<file path="src/rtl/wmh_pkg.sv">
// package for the window mismatch histogram
// widths, register indexes and shared types; no dependencies

package wmh_pkg;

    localparam int DEF_WINDOW_MAX  = 32;
    localparam int DEF_COUNT_WIDTH = 32;

    localparam int BYTE_W      = 8;
    localparam int LEN_W       = 6;
    localparam int OUT_W       = 32;
    localparam int CFG_IDX_W   = 3;
    localparam int CFG_DATA_W  = 64;
    localparam int GUIDE_WORDS = 4;
    localparam int WORD_CHARS  = CFG_DATA_W / BYTE_W;
    localparam int GUIDE_CHARS = GUIDE_WORDS * WORD_CHARS;
    localparam int GIDX_W      = $clog2(GUIDE_CHARS);
    localparam int BINS        = 6;

    localparam logic [LEN_W-1:0] WIN_LEN_RST = LEN_W'(32);

    // configuration register indexes
    localparam logic [CFG_IDX_W-1:0] CFG_WIN_LEN   = CFG_IDX_W'(0);
    localparam logic [CFG_IDX_W-1:0] CFG_GUIDE_0   = CFG_IDX_W'(1);
    localparam logic [CFG_IDX_W-1:0] CFG_GUIDE_1   = CFG_IDX_W'(2);
    localparam logic [CFG_IDX_W-1:0] CFG_GUIDE_2   = CFG_IDX_W'(3);
    localparam logic [CFG_IDX_W-1:0] CFG_GUIDE_3   = CFG_IDX_W'(4);

    typedef logic [GUIDE_CHARS-1:0][BYTE_W-1:0] t_guide;

    // counter bank update for one window
    typedef struct packed {
        logic            go;
        logic            last;
        logic [BINS-1:0] hit;
    } t_hist_upd;

endpackage

</file>
<file path="src/rtl/wmh_if.sv">
// channel interfaces for the window mismatch histogram
// depends on wmh_pkg

interface wmh_in_if import wmh_pkg::*; ();
    logic              valid;
    logic              ready;
    logic [BYTE_W-1:0] base;
    logic              last;

    modport source (output valid, output base, output last, input ready);
    modport sink   (input valid, input base, input last, output ready);
endinterface

interface wmh_out_if import wmh_pkg::*; ();
    logic             valid;
    logic             ready;
    logic [OUT_W-1:0] exact_hits;
    logic [OUT_W-1:0] one_mismatch_hits;
    logic [OUT_W-1:0] two_mismatch_hits;
    logic [OUT_W-1:0] three_mismatch_hits;
    logic [OUT_W-1:0] four_mismatch_hits;
    logic [OUT_W-1:0] five_mismatch_hits;

    modport source (output valid, output exact_hits, output one_mismatch_hits,
                    output two_mismatch_hits, output three_mismatch_hits,
                    output four_mismatch_hits, output five_mismatch_hits,
                    input ready);
    modport sink   (input valid, input exact_hits, input one_mismatch_hits,
                    input two_mismatch_hits, input three_mismatch_hits,
                    input four_mismatch_hits, input five_mismatch_hits,
                    output ready);
endinterface

interface wmh_cfg_if import wmh_pkg::*; ();
    logic                  valid;
    logic                  ready;
    logic [CFG_IDX_W-1:0]  index;
    logic [CFG_DATA_W-1:0] data;

    modport source (output valid, output index, output data, input ready);
    modport sink   (input valid, input index, input data, output ready);
endinterface

</file>
<file path="src/rtl/wmh_match.sv">
// per-position compare of the window against the right-aligned guide
// depends on wmh_pkg

module wmh_match import wmh_pkg::*; #(
    parameter int WINDOW_MAX = DEF_WINDOW_MAX
) (
    input  logic [WINDOW_MAX-1:0][BYTE_W-1:0] i_window,
    input  t_guide                            i_guide,
    input  logic [LEN_W-1:0]                  i_len,
    output logic [WINDOW_MAX-1:0]             o_mm
);

    // window entry j (newest at 0) lines up with guide char len-1-j
    always_comb begin
        logic [LEN_W-1:0] v_idx;
        v_idx = '0;
        for (int j = 0; j < WINDOW_MAX; j++) begin
            v_idx   = i_len - LEN_W'(j) - LEN_W'(1);
            o_mm[j] = (LEN_W'(j) < i_len) &&
                      (i_window[j] != i_guide[v_idx[GIDX_W-1:0]]);
        end
    end

endmodule

</file>
<file path="src/rtl/wmh_hist.sv">
// bank of saturating mismatch-bin counters, cleared at the end of a pass
// depends on wmh_pkg

module wmh_hist import wmh_pkg::*; #(
    parameter int COUNT_WIDTH = DEF_COUNT_WIDTH
) (
    input  logic                   i_clk,
    input  logic                   i_rst_n,
    input  t_hist_upd              i_upd,
    output logic [COUNT_WIDTH-1:0] o_next [BINS]
);

    logic [COUNT_WIDTH-1:0] r_cnt [BINS];

    always_comb begin
        for (int k = 0; k < BINS; k++) begin
            if (i_upd.hit[k] && (r_cnt[k] != '1)) begin
                o_next[k] = r_cnt[k] + COUNT_WIDTH'(1);
            end else begin
                o_next[k] = r_cnt[k];
            end
        end
    end

    always_ff @(posedge i_clk) begin
        if (!i_rst_n) begin
            for (int k = 0; k < BINS; k++) r_cnt[k] <= '0;
        end else if (i_upd.go) begin
            for (int k = 0; k < BINS; k++) begin
                r_cnt[k] <= i_upd.last ? '0 : o_next[k];
            end
        end
    end

    // a saturated counter never wraps to zero without a pass end
    generate
        for (genvar g = 0; g < BINS; g++) begin : g_chk
            a_no_wrap: assert property (@(posedge i_clk) disable iff (!i_rst_n)
                (r_cnt[g] == '1) && !(i_upd.go && i_upd.last) |=> (r_cnt[g] == '1))
                else $error("hit counter wrapped");
        end
    endgenerate

endmodule

</file>
<file path="src/rtl/window_mismatch_histogram.sv">
// window mismatch histogram, top level; depends on wmh_pkg, wmh_if, wmh_match, wmh_hist
// a last request passes through stages a, b and c and then loads the result register
// throughput: one request per cycle, the whole window is compared in parallel;
//   a last request waits in the final stage while the result is not taken,
//   and the requests behind it back up
// reset (synchronous, active low): window length 32, guide chars 0, fill 0, counters 0

module window_mismatch_histogram import wmh_pkg::*; #(
    parameter int WINDOW_MAX  = DEF_WINDOW_MAX,
    parameter int COUNT_WIDTH = DEF_COUNT_WIDTH
) (
    input  logic      i_clk,
    input  logic      i_rst_n,
    wmh_cfg_if.sink   i_cfg,
    wmh_in_if.sink    i_in,
    wmh_out_if.source o_out
);

    // configuration registers
    logic [LEN_W-1:0] r_win_len;
    t_guide           r_guide;
    logic [LEN_W-1:0] len_eff;

    // window shift register, newest byte in entry 0, plus fill count
    logic [WINDOW_MAX-1:0][BYTE_W-1:0] r_window;
    logic [LEN_W-1:0]                  r_fill;
    logic [LEN_W-1:0]                  n_fill;

    // stage a: the window itself is the payload
    logic r_a_valid, r_a_en, r_a_last;
    // stage b: mismatch bit per position
    logic                  r_b_valid, r_b_en, r_b_last;
    logic [WINDOW_MAX-1:0] r_b_mm;
    logic [WINDOW_MAX-1:0] mm;
    // stage c: one-hot bin, empty when more than five mismatches or when no window ends
    logic            r_c_valid, r_c_last;
    logic [BINS-1:0] r_c_hit;
    logic [BINS-1:0] n_c_hit;

    // result register
    logic             r_out_valid;
    logic [OUT_W-1:0] r_out [BINS];

    logic                   accept, out_free, c_go, c_ready, b_ready, a_ready;
    logic                   win_en;
    logic [COUNT_WIDTH-1:0] cnt_next [BINS];
    logic [OUT_W-1:0]       cnt_cap  [BINS];
    t_hist_upd              hist_upd;

    // ---------------- configuration port ----------------
    assign i_cfg.ready = 1'b1;

    always_ff @(posedge i_clk) begin
        if (!i_rst_n) begin
            r_win_len <= WIN_LEN_RST;
            r_guide   <= '0;
        end else if (i_cfg.valid) begin
            case (i_cfg.index)
                CFG_WIN_LEN: r_win_len <= i_cfg.data[LEN_W-1:0];
                CFG_GUIDE_0: r_guide[0*WORD_CHARS +: WORD_CHARS] <= i_cfg.data;
                CFG_GUIDE_1: r_guide[1*WORD_CHARS +: WORD_CHARS] <= i_cfg.data;
                CFG_GUIDE_2: r_guide[2*WORD_CHARS +: WORD_CHARS] <= i_cfg.data;
                CFG_GUIDE_3: r_guide[3*WORD_CHARS +: WORD_CHARS] <= i_cfg.data;
                default: ;
            endcase
        end
    end

    // zero length acts as one, anything past the window as the window
    always_comb begin
        if (r_win_len == '0) begin
            len_eff = LEN_W'(1);
        end else if (r_win_len > LEN_W'(WINDOW_MAX)) begin
            len_eff = LEN_W'(WINDOW_MAX);
        end else begin
            len_eff = r_win_len;
        end
    end

    // ---------------- flow control ----------------
    // only a last request needs the result register; others stall only behind a waiting last request
    assign out_free = !r_out_valid || o_out.ready;
    assign c_go     = r_c_valid && (!r_c_last || out_free);
    assign c_ready  = !r_c_valid || c_go;
    assign b_ready  = !r_b_valid || c_ready;
    assign a_ready  = !r_a_valid || b_ready;

    assign i_in.ready = a_ready;
    assign accept     = i_in.valid && a_ready;

    // ---------------- window and fill ----------------
    always_comb begin
        n_fill = (r_fill < LEN_W'(WINDOW_MAX)) ? r_fill + LEN_W'(1) : r_fill;
    end
    // a window ends once this pass has filled the current length
    assign win_en = (n_fill >= len_eff);

    always_ff @(posedge i_clk) begin
        if (accept) begin
            r_window[0] <= i_in.base;
            for (int j = 1; j < WINDOW_MAX; j++) r_window[j] <= r_window[j-1];
        end
    end

    always_ff @(posedge i_clk) begin
        if (!i_rst_n) begin
            r_fill <= '0;
        end else if (accept) begin
            r_fill <= i_in.last ? '0 : n_fill;
        end
    end

    // ---------------- stage a ----------------
    always_ff @(posedge i_clk) begin
        if (!i_rst_n) begin
            r_a_valid <= 1'b0;
        end else if (a_ready) begin
            r_a_valid <= accept;
        end
    end

    always_ff @(posedge i_clk) begin
        if (accept) begin
            r_a_en   <= win_en;
            r_a_last <= i_in.last;
        end
    end

    // ---------------- stage b: compare ----------------
    wmh_match #(
        .WINDOW_MAX (WINDOW_MAX)
    ) u_match (
        .i_window (r_window),
        .i_guide  (r_guide),
        .i_len    (len_eff),
        .o_mm     (mm)
    );

    always_ff @(posedge i_clk) begin
        if (!i_rst_n) begin
            r_b_valid <= 1'b0;
        end else if (b_ready) begin
            r_b_valid <= r_a_valid;
        end
    end

    always_ff @(posedge i_clk) begin
        if (r_a_valid && b_ready) begin
            r_b_mm   <= mm;
            r_b_en   <= r_a_en;
            r_b_last <= r_a_last;
        end
    end

    // ---------------- stage c: mismatch count to bin ----------------
    always_comb begin
        for (int k = 0; k < BINS; k++) begin
            n_c_hit[k] = r_b_en && ($countones(r_b_mm) == k);
        end
    end

    always_ff @(posedge i_clk) begin
        if (!i_rst_n) begin
            r_c_valid <= 1'b0;
        end else if (c_ready) begin
            r_c_valid <= r_b_valid;
        end
    end

    always_ff @(posedge i_clk) begin
        if (r_b_valid && c_ready) begin
            r_c_hit  <= n_c_hit;
            r_c_last <= r_b_last;
        end
    end

    // ---------------- counters ----------------
    assign hist_upd.go   = c_go;
    assign hist_upd.last = r_c_last;
    assign hist_upd.hit  = r_c_hit;

    wmh_hist #(
        .COUNT_WIDTH (COUNT_WIDTH)
    ) u_hist (
        .i_clk   (i_clk),
        .i_rst_n (i_rst_n),
        .i_upd   (hist_upd),
        .o_next  (cnt_next)
    );

    // wide counters report at most all ones on the 32-bit fields
    generate
        if (COUNT_WIDTH > OUT_W) begin : g_cap
            always_comb begin
                for (int k = 0; k < BINS; k++) begin
                    cnt_cap[k] = (|cnt_next[k][COUNT_WIDTH-1:OUT_W]) ? '1
                                 : cnt_next[k][OUT_W-1:0];
                end
            end
        end else begin : g_ext
            always_comb begin
                for (int k = 0; k < BINS; k++) cnt_cap[k] = OUT_W'(cnt_next[k]);
            end
        end
    endgenerate

    // ---------------- result register ----------------
    always_ff @(posedge i_clk) begin
        if (!i_rst_n) begin
            r_out_valid <= 1'b0;
        end else if (c_go && r_c_last) begin
            r_out_valid <= 1'b1;
        end else if (o_out.ready) begin
            r_out_valid <= 1'b0;
        end
    end

    always_ff @(posedge i_clk) begin
        if (c_go && r_c_last) begin
            for (int k = 0; k < BINS; k++) r_out[k] <= cnt_cap[k];
        end
    end

    assign o_out.valid               = r_out_valid;
    assign o_out.exact_hits          = r_out[0];
    assign o_out.one_mismatch_hits   = r_out[1];
    assign o_out.two_mismatch_hits   = r_out[2];
    assign o_out.three_mismatch_hits = r_out[3];
    assign o_out.four_mismatch_hits  = r_out[4];
    assign o_out.five_mismatch_hits  = r_out[5];

    // ---------------- checks ----------------
    a_fill_range: assert property (@(posedge i_clk) disable iff (!i_rst_n)
        r_fill <= LEN_W'(WINDOW_MAX))
        else $error("window fill past window size");

    a_last_clears_fill: assert property (@(posedge i_clk) disable iff (!i_rst_n)
        accept && i_in.last |=> (r_fill == '0))
        else $error("fill not cleared after last request");

    a_bin_onehot: assert property (@(posedge i_clk) disable iff (!i_rst_n)
        r_c_valid |-> $onehot0(r_c_hit))
        else $error("more than one bin hit");

    a_result_loaded: assert property (@(posedge i_clk) disable iff (!i_rst_n)
        c_go && r_c_last |=> r_out_valid)
        else $error("end of pass did not load the result");

endmodule

</file>
<file path="src/flat_wrapper.sv">
// flat-port wrapper written by rule: the top's interface ports become plain ports
module window_mismatch_histogram_flat import wmh_pkg::*;
#(
    parameter int WINDOW_MAX  = DEF_WINDOW_MAX,
    parameter int COUNT_WIDTH = DEF_COUNT_WIDTH
)
  (i_clk, i_rst_n, i_cfg_valid, i_cfg_index, i_cfg_data, i_cfg_ready, i_in_valid, i_in_base, i_in_last, i_in_ready, o_out_valid, o_out_exact_hits, o_out_one_mismatch_hits, o_out_two_mismatch_hits, o_out_three_mismatch_hits, o_out_four_mismatch_hits, o_out_five_mismatch_hits, o_out_ready);
  wmh_cfg_if i_cfg_i ();
  wmh_in_if i_in_i ();
  wmh_out_if o_out_i ();
  input  logic i_clk;
  input  logic i_rst_n;
  input wire logic [$bits(i_cfg_i.valid)-1:0] i_cfg_valid;
  input wire logic [$bits(i_cfg_i.index)-1:0] i_cfg_index;
  input wire logic [$bits(i_cfg_i.data)-1:0] i_cfg_data;
  output wire logic [$bits(i_cfg_i.ready)-1:0] i_cfg_ready;
  input wire logic [$bits(i_in_i.valid)-1:0] i_in_valid;
  input wire logic [$bits(i_in_i.base)-1:0] i_in_base;
  input wire logic [$bits(i_in_i.last)-1:0] i_in_last;
  output wire logic [$bits(i_in_i.ready)-1:0] i_in_ready;
  output wire logic [$bits(o_out_i.valid)-1:0] o_out_valid;
  output wire logic [$bits(o_out_i.exact_hits)-1:0] o_out_exact_hits;
  output wire logic [$bits(o_out_i.one_mismatch_hits)-1:0] o_out_one_mismatch_hits;
  output wire logic [$bits(o_out_i.two_mismatch_hits)-1:0] o_out_two_mismatch_hits;
  output wire logic [$bits(o_out_i.three_mismatch_hits)-1:0] o_out_three_mismatch_hits;
  output wire logic [$bits(o_out_i.four_mismatch_hits)-1:0] o_out_four_mismatch_hits;
  output wire logic [$bits(o_out_i.five_mismatch_hits)-1:0] o_out_five_mismatch_hits;
  input wire logic [$bits(o_out_i.ready)-1:0] o_out_ready;
  assign i_cfg_i.valid = i_cfg_valid;
  assign i_cfg_i.index = i_cfg_index;
  assign i_cfg_i.data = i_cfg_data;
  assign i_cfg_ready = i_cfg_i.ready;
  assign i_in_i.valid = i_in_valid;
  assign i_in_i.base = i_in_base;
  assign i_in_i.last = i_in_last;
  assign i_in_ready = i_in_i.ready;
  assign o_out_valid = o_out_i.valid;
  assign o_out_exact_hits = o_out_i.exact_hits;
  assign o_out_one_mismatch_hits = o_out_i.one_mismatch_hits;
  assign o_out_two_mismatch_hits = o_out_i.two_mismatch_hits;
  assign o_out_three_mismatch_hits = o_out_i.three_mismatch_hits;
  assign o_out_four_mismatch_hits = o_out_i.four_mismatch_hits;
  assign o_out_five_mismatch_hits = o_out_i.five_mismatch_hits;
  assign o_out_i.ready = o_out_ready;
  window_mismatch_histogram #(.WINDOW_MAX(WINDOW_MAX), .COUNT_WIDTH(COUNT_WIDTH)) u_core (.i_clk(i_clk), .i_rst_n(i_rst_n), .i_cfg(i_cfg_i), .i_in(i_in_i), .o_out(o_out_i));
endmodule
</file>
<file path="config.mk">
export PLATFORM = sky130hd
export DESIGN_NAME = window_mismatch_histogram_flat
export DESIGN_NICKNAME = d
export VERILOG_FILES = /design/src/rtl/wmh_pkg.sv /design/src/rtl/wmh_if.sv /design/src/rtl/wmh_match.sv /design/src/rtl/wmh_hist.sv /design/src/rtl/window_mismatch_histogram.sv /design/src/flat_wrapper.sv
export SDC_FILE = /design/constraint.sdc
export NUM_CORES = 2
export LEC_CHECK = 0
export BUFFER_PORTS_ARGS = -buffer_cell sky130_fd_sc_hd__buf_4
export CAP_MARGIN = 15
export CORE_MARGIN = 1
export CORE_UTILIZATION = 52
export CTS_BUF_LIST = sky130_fd_sc_hd__clkbuf_8
export CTS_CLUSTER_DIAMETER = 30
export DETAILED_ROUTE_END_ITERATION = 8
export PLACE_DENSITY = 0.71
export SETUP_SLACK_MARGIN = 0.15
export SKIP_LAST_GASP = 1
export SLEW_MARGIN = 20
export SYNTH_ARGS = -nofsm -noshare
export SYNTH_HDL_FRONTEND = slang
export SYNTH_SLANG_ARGS = --single-unit
</file>
<file path="constraint.sdc">
create_clock -name i_clk -period 21.6 [get_ports i_clk]
set_input_delay 0 -clock i_clk [delete_from_list [all_inputs] [get_ports i_clk]]
set_output_delay 0 -clock i_clk [all_outputs]
set_load 0.01 [all_outputs]
</file>
* After elaboration in Yosys (flattened, before gate mapping) *
Memories as Yosys holds them, arrays and structs flattened.
Index checks and enable logic that the tools add are counted.

operators by class
  add/sub/neg operators = 100
  multipliers = 0
  div/mod/pow operators = 0
  order comparisons = 67
  equality and inequality tests = 47
  shift operators = 0
  muxes and demuxes = 94
  bitwise gates (word level) = 6
  reductions and logical operators = 68

operator list
  operator                                                    count
  binary-select mux 8 bit (select 5 bit)                      32
  two-way mux 32 bit                                          18
  adder 32 bit                                                15
  two-way mux 8 bit                                           32
  != test 8 bit                                               32
  adder 32 x 1 -> 32 bit, second input constant               6
  less-than comparator 5 x 6 -> 1 bit, second input constant  32
  != test 32 bit, second input constant                       6
  subtractor 5 x 1 -> 5 bit, second input constant            32
  less-than comparator 5 x 6 -> 1 bit, first input constant   16
  subtractor 5 bit, second input constant                     16
  == test 32 x 3 -> 1 bit, second input constant              2
  == test 32 x 4 -> 1 bit, second input constant              2
  logical AND 1 bit                                           49
  less-than comparator 4 x 6 -> 1 bit, first input constant   8
  subtractor 5 x 4 -> 5 bit, second input constant            8
  adder 1 x 1 -> 2 bit                                        16
  == test 32 x 2 -> 1 bit, second input constant              1
  logical NOT 32 bit                                          1
  less-than comparator 3 x 6 -> 1 bit, first input constant   4
  two-way mux 6 bit                                           4
  subtractor 5 x 3 -> 5 bit, second input constant            4
  less-than comparator 1 x 6 -> 1 bit, first input constant   2
  less-than comparator 2 x 6 -> 1 bit, first input constant   2
  16 further kinds                                            42

storage, ports and cells
  register bits after elaboration = 571
  latch bits = 0
  bits in writable memories = 384
  memory bits (read-only) = 0
  input bits = 81
  output and inout bits = 195
  word-level logic and storage cells = 461
  memories = 2

memories
  name                 depth  bits a word  rd ports  clocked after memory_dff  wr ports  line                             text
  u_core.r_out         6      32           6         0                         6         window_mismatch_histogram.sv:42  logic [OUT_W-1:0] r_out [BINS];
  u_core.u_hist.r_cnt  6      32           6         0                         6         wmh_hist.sv:13                   logic [COUNT_WIDTH-1:0] r_cnt [BINS];

* Logic depth before layout (Yosys ltp) *
  depth after elaboration = 9
  mapped depth = 21
  depth with buffers taken out = 17

* Hierarchy *
Synthesis repeated with hierarchy kept, for this count alone.

second synthesis, totals
  cell total of the unflattened synthesis = 5095
  area total of the unflattened synthesis = 59758.6 µm²

modules (own cells, without submodules)
  module                     instances  cells each  area an instance (µm²)  sequential area each (µm²)
  window_mismatch_histogram  1          1843        26280.2                 20189.4
  wmh_match                  1          1874        20419.6                 0.0
  wmh_hist                   1          1378        13058.8                 5765.5

* Least setup slack after synthesis *
OpenSTA, ideal clock, no wires.

  kind = register to register
  start = register u_core.r_out_valid, in the netlist u_core.o_out.valid
  end = memory u_core.r_out[0][0], enable pin
  library setup time = 0.746 ns
  data arrival time = 8.426 ns
  data required time = 20.854 ns
  slack = 12.428 ns
  stages on the path, launching flop included = 3
  path buffers = 0
  clock period less this slack = 9.172 ns
  cells stage by stage = dfxtp_1 > nor2b_1 > nor2_1

RTL lines
  what                    line                              text
  from (decl)             window_mismatch_histogram.sv:41   logic r_out_valid;
  from (signal assigned)  window_mismatch_histogram.sv:210  r_out_valid <= 1'b0;
  from (signal assigned)  window_mismatch_histogram.sv:212  r_out_valid <= 1'b1;
  from (signal assigned)  window_mismatch_histogram.sv:214  r_out_valid <= 1'b0;
  to (decl)               window_mismatch_histogram.sv:42

* Final worst setup path *
  start = register u_core.r_win_len[5]
  end = register u_core.r_b_mm[10], data pin

on the way
  cells in the longest elaborated chain, start to end = 9
  elaborated cells between the ends (all ways) = 11
  classes of those cells = add/sub (2); order compare (2); eq/ne (1); mux (4); reduce/logical (2)

RTL lines
  what                                     line                              text
  from (decl)                              window_mismatch_histogram.sv:20   logic [LEN_W-1:0] r_win_len;
  from (signal assigned)                   window_mismatch_histogram.sv:59   CFG_WIN_LEN: r_win_len <= i_cfg.data[LEN_W-1:0];
  > comparator 6 bit                       window_mismatch_histogram.sv:73   end else if (r_win_len > LEN_W'(WINDOW_MAX)) begin
  two-way mux 6 bit                        window_mismatch_histogram.sv:73
  two-way mux 6 bit *                      window_mismatch_histogram.sv:71   if (r_win_len == '0) begin
  subtractor 5 x 4 -> 5 bit                wmh_match.sv:18                   v_idx = i_len - LEN_W'(j) - LEN_W'(1);
  subtractor 5 x 1 -> 5 bit                wmh_match.sv:18
  binary-select mux 8 bit (select 5 bit)   wmh_match.sv:20                   (i_window[j] != i_guide[v_idx[GIDX_W-1:0]]);
  two-way mux 8 bit (implied by the code)  wmh_match.sv:20
  != test 8 bit                            wmh_match.sv:20
  logical AND 1 bit *                      wmh_match.sv:19                   o_mm[j] = (LEN_W'(j) < i_len) &&
  named net u_core.mm[10]                  window_mismatch_histogram.sv:34   logic [WINDOW_MAX-1:0] mm;
  to (signal assigned)                     window_mismatch_histogram.sv:149  r_b_mm <= mm;
  to (decl)                                window_mismatch_histogram.sv:33   logic [WINDOW_MAX-1:0] r_b_mm;

Mark *: on every way through the listed nets, which the timed path passes. The rest lies on a longest branch. The select of a mux whose other input is x is not followed.
A chain may end at the register's enable or synchronous reset.

==> run metrics <==
Port Buffers=274; GRT Total Usage=a little under 40%; Synth Cell Area=59600 sq um; status=finished, final reports clean; Cells after Synth=5511; # hold bufs at CTS=176; Fillers=8991; CTS root buffer=clkbuf_8; first-pass GRT wire length=329 mm; multi-input logic area=32000 sq um; post-synthesis mux area share=~17%; Synth cell types=84; syn_area_per_cell=roughly 11 sq um; leakage power=approximately 24 nW; top cells by area, synth=edfxtp_1 34%, dfxtp_1 9.1%, mux4_2 8.8%; FP Rows=123; CTS Buffer Depth=3; largest family of logic cells by synthesized area=multiplexers; Post-Synth XOR/XNOR Area=between 8 and 9%; Synth Area in Compound Gates=11.0%; RSZ-0062 raised after global routing=no; cell taking the most area after synthesis=edfxtp_1; grt ovf=0; DR iter-0 viols=6303; Avg Vias per Cell=6.49; final worst-path cycle share=34.7%; Syn. warnings=0; Hold Crit Class=input pin to flop; simple-gate share of the synthesized area=14.2%; DR WL/cell=roughly 31 microns; f_max=approximately 130 MHz; die area=116000 sq um; gpl congestion=1.08; number of remaining DRC errors=0; Yosys top cell area share=about a third; Hold Vio Cnt, Final=0; Worst Setup Path Type=flop to flop; Core Region=113000 sq um; Die Ht=341 microns; clock latency on the worst-skew pair=0.96 ns; post-DP HPWL=174 mm; io pins=276; Top FF cell, synth=edfxtp_1; Rel. slew slack=10.3%; Clock Sink Count=955; Max Clock Skew=0.0583 ns; Post-Synth Adder-Cell Area=~1.9%; fin nets=between 6000 and 7000; Max-Cap Viols=0; area grow syn2layout=16.2%; Post-synth ARST share=0%; PostCTS Resize Cnt=0; Arrival @ worst endpoint=8.16 ns; Sequential cell area=26000 sq um; post-CTS setup buffer count=0; Post-synth EDFFs=683; non-filler instance count after layout=7553; Setup crit end kind=flop; crit start category=flop; final WL=233 mm; Final Setup Violations=0; Reg clk slew, reported paths=0.06 ns; die width=approximately 340 microns; crit-path max FO=59; CP required=22.26 ns; Initial Utilization=52.7%; synthesized flop and latch total=955; Antenna Violating Nets Remaining=0; setup TNS=0 ns; share of cells above drive strength 1=17.4%; vias post-DR=49000; register area share after synthesis=43.5%; CTS buffer count=195; Final Critical Period=7.50 ns; max-slew violations=0; Pre-antenna DRT Iters=6; vias in the first global route=45800; Pwr Density=68.8 nW/um^2; CTS tree=built; synthesized net count=5668; Max IR drop VDD=roughly 0.062 mV; Cell Count Post-Placement=7008; largest net degree at the start of global routing=approximately 110; slew at the pin with the worst max-slew slack=roughly 1.3 ns; H-tree levels=4; initial antenna violation count=7
power breakdown:
part	total (mW)	leakage, nW	switching, mW	internal [mW]
logic	0.562	13.0	0.335	0.227
clock network	2.10	2.24	0.899	1.20
registers	2.11	8.80	0.0800	2.03
synthesized netlist by cell type (all sizes together), types with 11 or more instances:
cell	instances
o22ai	42
o22a	58
fa	26
nand2b	17
o211a	27
mux2	55
xnor2	378
nand3	240
clkbuf	267
or3	12
inv	95
nor3b	13
o311ai	11
o211ai	18
xor2	230
and2	40
a31oi	37
nand2	732
a21oi	129
nor2	163
dfxtp	272
and3	49
and4	17
o21ai	115
nand4	68
a211oi	44
buf	109
a22oi	17
ha	50
mux2i	431
mux4	234
o221ai	69
nor3	85
nor2b	231
a21boi	260
edfxtp	683
nor4	59
worst max-delay path, cell delays in order, from the launching register on:
cell and delay [ns]:
dfxtp_4 0.44, buf_4 0.30, clkinv_2 0.07, buf_4 0.60
nand2_2 0.64, ha_4 0.89, buf_4 0.78, buf_4 0.62
nand3_1 0.63, o221ai_1 0.68, nor2_1 0.07, a21oi_1 0.19
a21oi_1 0.09, a22oi_1 0.30, xnor2_1 0.13, nor4_1 0.40
a41oi_1 0.22
path summary, 6_finish.rpt:
path                                    start                               end  slack [ns]  cells past startpoint
max          u_core.r_win_len[5]$_SDFFE_PN1P_       u_core.r_b_mm[10]$_DFFE_PP_       14.10                     16
min                                   i_rst_n  u_core.r_guide[215]$_SDFFE_PN0P_        0.19                      3
max reg2reg  u_core.r_win_len[5]$_SDFFE_PN1P_       u_core.r_b_mm[10]$_DFFE_PP_       14.10                     16
min reg2reg         u_core.r_b_last$_DFFE_PP_         u_core.r_c_last$_DFFE_PP_        0.42                      0
flip-flops by register name (all words and copies together) (netlist names):
name and count:
u_core.r_b_mm 32, u_core.r_window 256, u_core.r_b_en 1, u_core.r_win_len 6
u_core.r_a_last 1, u_core.r_fill 6, u_core.u_hist.r_cnt 192, u_core.r_b_last 1
u_core.r_a_valid 1, u_core.r_guide 256, u_core.r_a_en 1, u_core.r_c_valid 1
u_core.o_out.valid 1, u_core.r_out 192, u_core.r_c_hit 6, u_core.r_b_valid 1
u_core.r_c_last 1
cell families (layout without fill, tap and decap cells):
group / after synthesis / count (layout)
XOR/XNOR: 608 / 608
multiplexers: 720 / 720
other: 1 / 8
AO/OA/AOI/OAI: 924 / 924
adder cells (fa/ha/maj): 76 / 76
AND/OR/NAND/NOR: 1755 / 1755
buffers and inverters: 472 / 1007
flip-flops: 955 / 955
metal layers:
metal	up-vias	track usage (%)	routed length, microns	share of wire, %
li1	21200	-	-	-
met1	24100	49.7	86700	37
met2	2991	59.4	101000	43
met3	691	8.61	22900	9.8
met4	0	32.1	22400	9.6
met5	-	0	0	0
metrics by stage:
step                      power [mW]  area, sq um  utilization, %  hold slack [ns]  setup slack, ns
final                           4.77        69300            61.3            0.186            14.10
after global routing            4.92        69300            61.3            0.181            14.04
after CTS                       4.78        69200            61.2           0.0942            14.41
after detailed placement        2.67        63000            55.7            0.180            14.43
after global placement          2.66        63000            55.7            0.179            14.48
after floorplan                 2.47        59600               -           0.0989            12.43
layout by cell type, fill, tap and decap left out, types with 31 or more instances in the layout:
cell,synthesis,routed
nand2_1,730,728
edfxtp_1,683,683
mux2i_1,427,423
buf_4,10,372
xnor2_1,378,367
dfxtp_1,272,269
a21boi_0,260,259
nand3_1,240,238
mux4_2,234,234
nor2b_1,231,231
xor2_1,230,227
clkbuf_8,0,201
dlygate4sd3_1,0,175
nor2_1,163,159
a21oi_1,129,129
o21ai_0,113,113
inv_1,93,112
nor3_1,85,85
nand4_1,68,68
o221ai_1,69,68
nor4_1,58,58
o22a_1,58,58
mux2_2,55,55
ha_1,50,48
and3_1,49,47
a211oi_1,43,43
o22ai_1,42,41
and2_1,38,38
a31oi_1,37,37
clkinvlp_4,0,31
final cells by class:
class | count | area share, %
sequential | 955 | 37.5
timing repair buffer | 550 | 6.65
inverter | 96 | 0.545
clock inverter | 160 | 2.39
tap | 1500 | 2.71
antenna | 7 | 0.0253
multi-input combinational | 4084 | 46.2
clock buffer | 201 | 3.99
Note: power is estimated with default switching activity, not from simulation.
